## src/hw/rtl/tse_pkg.sv

```systemverilog
`timescale 1ns / 1ps

package tse_pkg;

    // Field widths
    localparam int ANGLE_W = 32;
    localparam int COUNT_W = 4;
    localparam int OUT_W   = 40;
    localparam int IN_TDATA_W = 40;

    // Defaults for the top-level parameters
    localparam int MAX_TERMS_DEF     = 10;
    localparam int FRACTION_BITS_DEF = 28;

    // Datapath widths: every magnitude is clamped to 2^58, so 59 bits hold it
    localparam int OP_W    = 59;
    localparam int HALF_W  = 32;
    localparam int ACC_W   = 2 * OP_W;
    localparam int SUM_W   = 64;
    localparam int KW      = 5;
    localparam int PP_W    = 3;
    localparam int TABLE_N = 16;

    localparam logic [OP_W-1:0] MAG_LIMIT = OP_W'(1) << (OP_W - 1);
    localparam logic signed [SUM_W-1:0] SUM_MAX = 64'sd549755813887;
    localparam logic signed [SUM_W-1:0] SUM_MIN = -64'sd549755813888;
    localparam logic [OUT_W-1:0] OUT_MAX = 40'h7f_ffff_ffff;

    // Partial product schedule: four products, then one drain step
    localparam logic [PP_W-1:0] PP_LAST = 3'd4;

    // round(2^32 / ((2k)(2k+1))), index k; entry zero is never read
    localparam logic [31:0] RECIP_TABLE [TABLE_N] = '{
        32'd0,        32'd715827883, 32'd214748365, 32'd102261126,
        32'd59652324, 32'd39045157,  32'd27531842,  32'd20452225,
        32'd15790321, 32'd12558384,  32'd10226113,  32'd8488078,
        32'd7158279,  32'd6118187,   32'd5289369,   32'd4618244
    };

    typedef enum logic [1:0] {
        MUL_SQ,
        MUL_GAIN,
        MUL_TERM
    } mul_sel_t;

    typedef enum logic [2:0] {
        ST_IDLE,
        ST_SQ_MUL,
        ST_SQ_RND,
        ST_GAIN_MUL,
        ST_GAIN_RND,
        ST_TERM_MUL,
        ST_TERM_RND,
        ST_FINISH
    } ctl_state_t;

    typedef struct packed {
        logic            load;
        logic            pp_en;
        logic [PP_W-1:0] pp_idx;
        logic            round_en;
        mul_sel_t        mul_sel;
        logic            out_load;
    } cmd_t;

    typedef struct packed {
        logic in_bad;
        logic k_le_n;
        logic k_lt_n;
        logic out_free;
    } status_t;

endpackage

```

## src/hw/rtl/taylor_sine_evaluator_unit.sv

```systemverilog
`timescale 1ns / 1ps
// Channel   Dir   Bits   Contents (lowest bit up)
// s_*       in    40     tdata: angle[31:0], term_count[35:32], zero pad
// m_*       out   40+1   tdata: sine_value[39:0]; tuser: bad_count
//
// One word at a time. Each 59x59 product runs on one shared 32x32 multiplier:
// four partial products, then a drain step and a round step.
// A word squares the angle, then runs a gain and a term product per term;
// a count above MAX_TERMS goes straight to the finish state and returns the error value.
// Reset clears the controller and the output valid; no clearing pass.
// The output register lets the next word be taken while a result waits.

module taylor_sine_evaluator_unit #(
    parameter int MAX_TERMS     = tse_pkg::MAX_TERMS_DEF,
    parameter int FRACTION_BITS = tse_pkg::FRACTION_BITS_DEF
) (
    input  logic                           clk,
    input  logic                           rst_n,
    input  logic                           s_tvalid,
    output logic                           s_tready,
    input  logic [tse_pkg::IN_TDATA_W-1:0] s_tdata,  // angle, term_count, pad
    output logic                           m_tvalid,
    input  logic                           m_tready,
    output logic [tse_pkg::OUT_W-1:0]      m_tdata,  // sine_value
    output logic                           m_tuser   // bad_count
);
    import tse_pkg::*;

    cmd_t    cmd;
    status_t status;

    tse_ctrl u_ctrl (
        .clk      (clk),
        .rst_n    (rst_n),
        .s_tvalid (s_tvalid),
        .s_tready (s_tready),
        .status   (status),
        .cmd      (cmd)
    );

    tse_datapath #(
        .MAX_TERMS     (MAX_TERMS),
        .FRACTION_BITS (FRACTION_BITS)
    ) u_datapath (
        .clk      (clk),
        .rst_n    (rst_n),
        .s_tdata  (s_tdata),
        .m_tvalid (m_tvalid),
        .m_tready (m_tready),
        .m_tdata  (m_tdata),
        .m_tuser  (m_tuser),
        .cmd      (cmd),
        .status   (status)
    );

endmodule

```

## src/hw/rtl/tse_ctrl.sv

```systemverilog
`timescale 1ns / 1ps

module tse_ctrl (
    input  logic             clk,
    input  logic             rst_n,
    input  logic             s_tvalid,
    output logic             s_tready,
    input  tse_pkg::status_t status,
    output tse_pkg::cmd_t    cmd
);
    import tse_pkg::*;

    ctl_state_t      state_reg, state_next;
    logic [PP_W-1:0] pp_reg, pp_next;

    always_ff @(posedge clk or negedge rst_n)
    begin
        if (!rst_n)
        begin
            state_reg <= ST_IDLE;
            pp_reg    <= '0;
        end
        else
        begin
            state_reg <= state_next;
            pp_reg    <= pp_next;
        end
    end

    always_comb
    begin
        state_next = state_reg;
        pp_next    = '0;
        unique case (state_reg)
            ST_IDLE:
            begin
                if (s_tvalid)
                    state_next = status.in_bad ? ST_FINISH : ST_SQ_MUL;
            end
            ST_SQ_MUL, ST_GAIN_MUL, ST_TERM_MUL:
            begin
                if (pp_reg == PP_LAST)
                begin
                    unique case (state_reg)
                        ST_SQ_MUL:   state_next = ST_SQ_RND;
                        ST_GAIN_MUL: state_next = ST_GAIN_RND;
                        default:     state_next = ST_TERM_RND;
                    endcase
                end
                else
                    pp_next = pp_reg + PP_W'(1);
            end
            ST_SQ_RND:
                state_next = status.k_le_n ? ST_GAIN_MUL : ST_FINISH;
            ST_GAIN_RND:
                state_next = ST_TERM_MUL;
            ST_TERM_RND:
                state_next = status.k_lt_n ? ST_GAIN_MUL : ST_FINISH;
            ST_FINISH:
            begin
                if (status.out_free)
                    state_next = ST_IDLE;
            end
            default:
                state_next = ST_IDLE;
        endcase
    end

    always_comb
    begin
        cmd      = '0;
        cmd.pp_idx  = pp_reg;
        cmd.mul_sel = MUL_SQ;
        s_tready = 1'b0;
        unique case (state_reg)
            ST_IDLE:
            begin
                s_tready = 1'b1;
                cmd.load = s_tvalid;
            end
            ST_SQ_MUL:
                cmd.pp_en = 1'b1;
            ST_SQ_RND:
                cmd.round_en = 1'b1;
            ST_GAIN_MUL:
            begin
                cmd.pp_en   = 1'b1;
                cmd.mul_sel = MUL_GAIN;
            end
            ST_GAIN_RND:
            begin
                cmd.round_en = 1'b1;
                cmd.mul_sel  = MUL_GAIN;
            end
            ST_TERM_MUL:
            begin
                cmd.pp_en   = 1'b1;
                cmd.mul_sel = MUL_TERM;
            end
            ST_TERM_RND:
            begin
                cmd.round_en = 1'b1;
                cmd.mul_sel  = MUL_TERM;
            end
            ST_FINISH:
                cmd.out_load = status.out_free;
            default:
                cmd = '0;
        endcase
    end

endmodule

```

## src/hw/rtl/tse_datapath.sv

```systemverilog
`timescale 1ns / 1ps

module tse_datapath #(
    parameter int MAX_TERMS     = tse_pkg::MAX_TERMS_DEF,
    parameter int FRACTION_BITS = tse_pkg::FRACTION_BITS_DEF
) (
    input  logic                          clk,
    input  logic                          rst_n,
    input  logic [tse_pkg::IN_TDATA_W-1:0] s_tdata,
    output logic                          m_tvalid,
    input  logic                          m_tready,
    output logic [tse_pkg::OUT_W-1:0]     m_tdata,
    output logic                          m_tuser,
    input  tse_pkg::cmd_t                 cmd,
    output tse_pkg::status_t              status
);
    import tse_pkg::*;

    localparam logic [OUT_W-1:0] ERR_VALUE =
        (FRACTION_BITS <= OUT_W - 3) ? OUT_W'(64'd2 << FRACTION_BITS) : OUT_MAX;
    localparam logic [ACC_W:0] HALF_F  = (ACC_W + 1)'(1) << (FRACTION_BITS - 1);
    localparam logic [ACC_W:0] HALF_32 = (ACC_W + 1)'(1) << (HALF_W - 1);

    logic [ANGLE_W-1:0] in_angle;
    logic [COUNT_W-1:0] in_count;
    logic [ANGLE_W-1:0] in_mag;

    logic [ANGLE_W-1:0] n_mag_reg;
    logic [COUNT_W-1:0] n_reg;
    logic [KW-1:0]      k_reg;
    logic               bad_reg;
    logic [OP_W-1:0]    sq_reg;
    logic [OP_W-1:0]    g_reg;
    logic [OP_W-1:0]    term_reg;
    logic               tneg_reg;
    logic [SUM_W-1:0]   sum_reg;

    logic [OP_W-1:0]    op_a, op_b;
    logic [HALF_W-1:0]  half_a, half_b;
    logic [2*HALF_W-1:0] prod_reg;
    logic [1:0]         pend_sh_reg;
    logic [ACC_W-1:0]   acc_reg;
    logic [ACC_W-1:0]   pp_aligned;

    logic [ACC_W:0]     rsum;
    logic [ACC_W:0]     rshift;
    logic [OP_W-1:0]    rnd_val;
    logic [SUM_W-1:0]   term_ext;

    logic [SUM_W-1:0]   init_sum;
    logic [OUT_W-1:0]   sat_val;

    logic               out_valid_reg;
    logic [OUT_W-1:0]   out_data_reg;
    logic               out_bad_reg;

    assign in_angle = s_tdata[ANGLE_W-1:0];
    assign in_count = s_tdata[ANGLE_W +: COUNT_W];
    // Two's complement negation; the most negative angle becomes 2^31
    assign in_mag   = in_angle[ANGLE_W-1] ? (~in_angle + ANGLE_W'(1)) : in_angle;
    assign init_sum = in_angle[ANGLE_W-1] ? (SUM_W'(0) - SUM_W'(in_mag)) : SUM_W'(in_mag);

    assign status.in_bad   = (32'(in_count) > 32'(MAX_TERMS));
    assign status.k_le_n   = (k_reg <= KW'(n_reg));
    assign status.k_lt_n   = (k_reg < KW'(n_reg));
    assign status.out_free = !out_valid_reg || m_tready;

    // Operand select for the shared multiplier
    always_comb
    begin
        unique case (cmd.mul_sel)
            MUL_SQ:
            begin
                op_a = OP_W'(n_mag_reg);
                op_b = OP_W'(n_mag_reg);
            end
            MUL_GAIN:
            begin
                op_a = sq_reg;
                op_b = OP_W'(RECIP_TABLE[k_reg[3:0]]);
            end
            MUL_TERM:
            begin
                op_a = term_reg;
                op_b = g_reg;
            end
            default:
            begin
                op_a = '0;
                op_b = '0;
            end
        endcase
    end

    // pp_idx bit 1 picks the upper half of a, bit 0 the upper half of b
    assign half_a = cmd.pp_idx[1] ? HALF_W'(op_a[OP_W-1:HALF_W]) : op_a[HALF_W-1:0];
    assign half_b = cmd.pp_idx[0] ? HALF_W'(op_b[OP_W-1:HALF_W]) : op_b[HALF_W-1:0];

    always_comb
    begin
        unique case (pend_sh_reg)
            2'd0:    pp_aligned = ACC_W'(prod_reg);
            2'd1:    pp_aligned = ACC_W'(prod_reg) << HALF_W;
            2'd2:    pp_aligned = ACC_W'(prod_reg) << (2 * HALF_W);
            default: pp_aligned = '0;
        endcase
    end

    // Round half up, then clamp the magnitude
    always_comb
    begin
        if (cmd.mul_sel == MUL_GAIN)
        begin
            rsum   = {1'b0, acc_reg} + HALF_32;
            rshift = rsum >> HALF_W;
        end
        else
        begin
            rsum   = {1'b0, acc_reg} + HALF_F;
            rshift = rsum >> FRACTION_BITS;
        end
        rnd_val = (rshift > (ACC_W + 1)'(MAG_LIMIT)) ? MAG_LIMIT : rshift[OP_W-1:0];
    end

    assign term_ext = SUM_W'(rnd_val);

    always_comb
    begin
        priority if ($signed(sum_reg) > SUM_MAX)
            sat_val = OUT_MAX;
        else if ($signed(sum_reg) < SUM_MIN)
            sat_val = ~OUT_MAX;
        else
            sat_val = sum_reg[OUT_W-1:0];
    end

    always_ff @(posedge clk)
    begin
        if (cmd.load)
        begin
            n_mag_reg <= in_mag;
            n_reg     <= in_count;
            bad_reg   <= status.in_bad;
            k_reg     <= KW'(1);
            term_reg  <= OP_W'(in_mag);
            tneg_reg  <= in_angle[ANGLE_W-1];
            sum_reg   <= init_sum;
        end

        if (cmd.pp_en)
        begin
            if (cmd.pp_idx != PP_LAST)
            begin
                prod_reg    <= half_a * half_b;
                pend_sh_reg <= 2'(cmd.pp_idx[1]) + 2'(cmd.pp_idx[0]);
            end
            if (cmd.pp_idx == '0)
                acc_reg <= '0;
            else
                acc_reg <= acc_reg + pp_aligned;
        end

        if (cmd.round_en)
        begin
            unique case (cmd.mul_sel)
                MUL_SQ:
                    sq_reg <= rnd_val;
                MUL_GAIN:
                    g_reg <= rnd_val;
                MUL_TERM:
                begin
                    term_reg <= rnd_val;
                    tneg_reg <= !tneg_reg;
                    // New sign is the flipped one
                    if (!tneg_reg)
                        sum_reg <= sum_reg - term_ext;
                    else
                        sum_reg <= sum_reg + term_ext;
                    k_reg <= k_reg + KW'(1);
                end
                default:
                    sq_reg <= sq_reg;
            endcase
        end

        if (cmd.out_load)
        begin
            out_data_reg <= bad_reg ? ERR_VALUE : sat_val;
            out_bad_reg  <= bad_reg;
        end
    end

    always_ff @(posedge clk or negedge rst_n)
    begin
        if (!rst_n)
            out_valid_reg <= 1'b0;
        else if (cmd.out_load)
            out_valid_reg <= 1'b1;
        else if (m_tready)
            out_valid_reg <= 1'b0;
    end

    assign m_tvalid = out_valid_reg;
    assign m_tdata  = out_data_reg;
    assign m_tuser  = out_bad_reg;

endmodule
```

## config.mk

```make
export PLATFORM = sky130hd
export DESIGN_NAME = taylor_sine_evaluator_unit
export DESIGN_NICKNAME = d
export VERILOG_FILES = /design/src/hw/rtl/tse_pkg.sv /design/src/hw/rtl/taylor_sine_evaluator_unit.sv /design/src/hw/rtl/tse_ctrl.sv /design/src/hw/rtl/tse_datapath.sv
export SDC_FILE = /design/constraint.sdc
export NUM_CORES = 2
export LEC_CHECK = 0
export BUFFER_PORTS_ARGS = -buffer_cell sky130_fd_sc_hd__buf_4
export CAP_MARGIN = 0
export CORE_UTILIZATION = 45
export DETAILED_ROUTE_END_ITERATION = 6
export PLACE_DENSITY = 0.71
export RECOVER_POWER = 100
export SYNTH_ARGS = -nofsm -noshare
export SYNTH_HDL_FRONTEND = slang
export SYNTH_SLANG_ARGS = --single-unit
export TNS_END_PERCENT = 1
```

## constraint.sdc

```tcl
create_clock -name clk -period 11.76 [get_ports clk]
set_input_delay 0 -clock clk [delete_from_list [all_inputs] [get_ports clk]]
set_output_delay 0 -clock clk [all_outputs]
set_load 0.02 [all_outputs]
```

==> results.json <==
{
  "wire_per_inst_microns": 25.4,
  "synth.avg_cell_area_sq_um": 8.49,
  "cts_made_buffers": 60,
  "worst_pin_slew_ns": 3.80,
  "yosys_warnings": 0,
  "critPathArrivalTime_ns": 11.90,
  "clock.fmax_mhz": 87.1,
  "grt_max_degree": 77,
  "synth_xor_xnor_area_share_pct": 5.00,
  "vias": 65300,
  "rr_startpoint": "u_datapath.k_reg[1]",
  "hold_viol": 0,
  "fin_ws_ns": 0.277,
  "wl_mm": 275,
  "dr.first_iter.drc_count": 6930,
  "core_sq_mm": 0.161,
  "initial_utilization_pct": 45.5,
  "netlist_instances": 8660,
  "synth-simple-area-share_pct": 18.7,
  "root_buffer": "clkbuf_16",
  "vias_per_cell": 6.05,
  "yosysUniqueCellTypes": 103,
  "gr-usage-all-layers_pct": 32.8,
  "worst_path_max_delay_cell": "dfxtp_1",
  "synthAdderAreaFrac_pct": 32.5,
  "fin_skew_ns": 0.0991,
  "fin_nets": 10000,
  "final_cell_mix": "inv_1 (1163), nor2_1 (1006), fa_1 (898)",
  "finalSetupViolCount": 0,
  "portBuffers": 82,
  "die-area_sq_mm": 0.165,
  "fin_area_sq_mm": 0.0794,
  "antenna_found_initial": 16,
  "hp-class": "in -> reg",
  "post-route-min-period_ns": 11.48,
  "cts_tree": "done",
  "relSlewSlack_pct": -153,
  "drc": 7,
  "drt_pass1_iterations": 7,
  "cts.path.max_buffers": 3,
  "grt_pass1_wl_mm": 405,
  "postSynthNetCount": 10100,
  "io_pins": 87,
  "cts.sinks": 516,
  "synthArstFlopShare_pct": 1.36,
  "seq_area_frac_synth_pct": 19.3,
  "critPathLaunchType": "flop",
  "gp_congestion": 1.02,
  "synthesis.area_sq_mm": 0.0735,
  "endpoint_kind": "flop",
  "finalCritPeriodShare_pct": 97.6,
  "slew_viol_final": 685,
  "drv_cap": 15,
  "grt_overflow": 0,
  "synth_ff_type": "edfxtp_1",
  "area_delta_synth_final_pct": 7.93,
  "final_common_cell": "inv_1",
  "num-fill-cells": 15600,
  "rows": 147,
  "muxShareOfSynthArea_pct": 1.59,
  "crit_top_cell": "fa_1",
  "worstHoldStart": "s_tdata[34]",
  "synth_top_family_by_area": "adder cells",
  "status": "finished with violations",
  "critPathRequiredTime_ns": 12.18,
  "violations": "DRC, capacitance limit, slew limit",
  "pre_cts_ws_ns": 0.664,
  "dpl.hpwl_mm": 219,
  "synth-edff-count": 380,
  "crit_start": "u_datapath.k_reg[1]",
  "timing.hold.ws_ns": 0.0560,
  "clkTransAtPathRegs_ns": 0.07,
  "die-height_microns": 406,
  "clk_latency_ns": 0.74,
  "drive_gt1_share_pct": 5.68,
  "drtAntennaViolNets": 0,
  "worstSetupPathType": "reg -> reg",
  "largest_reg_flops": 118,
  "max_stage_delay_ns": 0.71,
  "grt_pass1_vias": 64700,
  "die_width_microns": 406,
  "synth_compound_area_share_pct": 14.3,
  "cts_max_level": 2,
  "ys_ff_latch": 516,
  "placed_cell_area_sq_mm": 0.0771,
  "cp_max_fo": 16
}
-- cell type report --
class	count	area, sq um	area share (%)
Timing Repair Buffer	362	2800	3.52
Sequential cell	516	14200	17.9
Multi-Input combinational cell	6482	53300	67.1
Inverter	1165	4370	5.51
Clock inverter	38	379	0.478
Clock buffer	75	1650	2.08
Tap cell	2160	2700	3.40
Antenna cell	5	12.5	0.0158
-- synth_stat cells (all sizes together) (48+ instances only) --
library cell / number / share of area (%)
nand2: 867 / 4.4
a31oi: 68 / 0.58
clkbuf: 406 / 2.1
nor2b: 61 / 0.52
nand4: 174 / 1.6
edfxtp: 380 / 16
inv: 1164 / 5.9
a21oi: 435 / 3.0
o31ai: 54 / 0.55
o21bai: 48 / 0.49
a21o: 162 / 1.7
xor2: 169 / 2.0
nand2b: 53 / 0.45
mux2i: 90 / 1.2
nor4: 86 / 0.79
ha: 471 / 8.0
a211oi: 78 / 0.80
o21ai: 342 / 2.3
nor2: 1011 / 5.2
and2: 144 / 1.2
fa: 898 / 24
xnor2: 251 / 3.0
o21a: 109 / 1.1
nand3: 179 / 1.2
nor3: 152 / 1.1
or3: 63 / 0.54
buf: 94 / 0.62
dfxtp: 129 / 3.5
-- metrics by stage --
step                TNS (ns)  cells  utilization (%)
floorplan                  0   8660                -
global placement           0  10600             47.7
detailed placement         0  10600             47.7
CTS                        0  10800             49.3
global route         -0.0741  10800             49.2
finish                     0  10800             49.2
-- path summary, 6_finish.rpt --
path | to | slack [ns] | depth (start not counted)
max | u_datapath.prod_reg[60] | 0.28 | 35
min | u_datapath.n_reg[2] | 0.06 | 2
max reg2reg | u_datapath.prod_reg[60] | 0.28 | 35
min reg2reg | u_datapath.term_reg[37] | 0.47 | 2
max in group asynchronous | u_ctrl.pp_reg[1] | 11.06 | 3
min in group asynchronous | u_ctrl.state_reg[0] | 0.37 | 3
-- logic make-up after synthesis --
logic type / after synthesis
AND/OR/NAND/NOR: 2959
flip-flops: 516
buffers and inverters: 1665
XOR/XNOR: 420
adder cells (fa/ha/maj): 1369
multiplexers: 112
AO/OA/AOI/OAI: 1619
-- worst max-delay path, delay by kind of cell, from the launching register on --
family | cells | cell delay [ns]
compound gates | 14 | 3.65
buf+inv | 7 | 1.08
xor+xnor | 1 | 0.14
simple gates | 3 | 0.58
flops | 1 | 0.71
fa+ha+maj | 10 | 4.99
-- routing by layer --
| layer | global-route usage (%) | routed length (microns) | up-vias |
|---|---|---|---|
| met2 | 50.2 | 119000 | 3393 |
| met5 | 0 | 67 | - |
| met3 | 6.24 | 28300 | 719 |
| met1 | 42.2 | 106000 | 32400 |
| met4 | 21.8 | 21700 | 10 |
| li1 | - | - | 28800 |
-- what timing repair did --
action                                  CTS  global route
endpoints found under the setup margin    0             4
gates resized for setup                   0             7
setup buffers                             0             1
hold buffers                             56             0
hold endpoints to repair                105             0
Power is left out: the tool's default activity adds up to more than one toggle a clock period on the data nets, which glitch-free logic cannot reach.
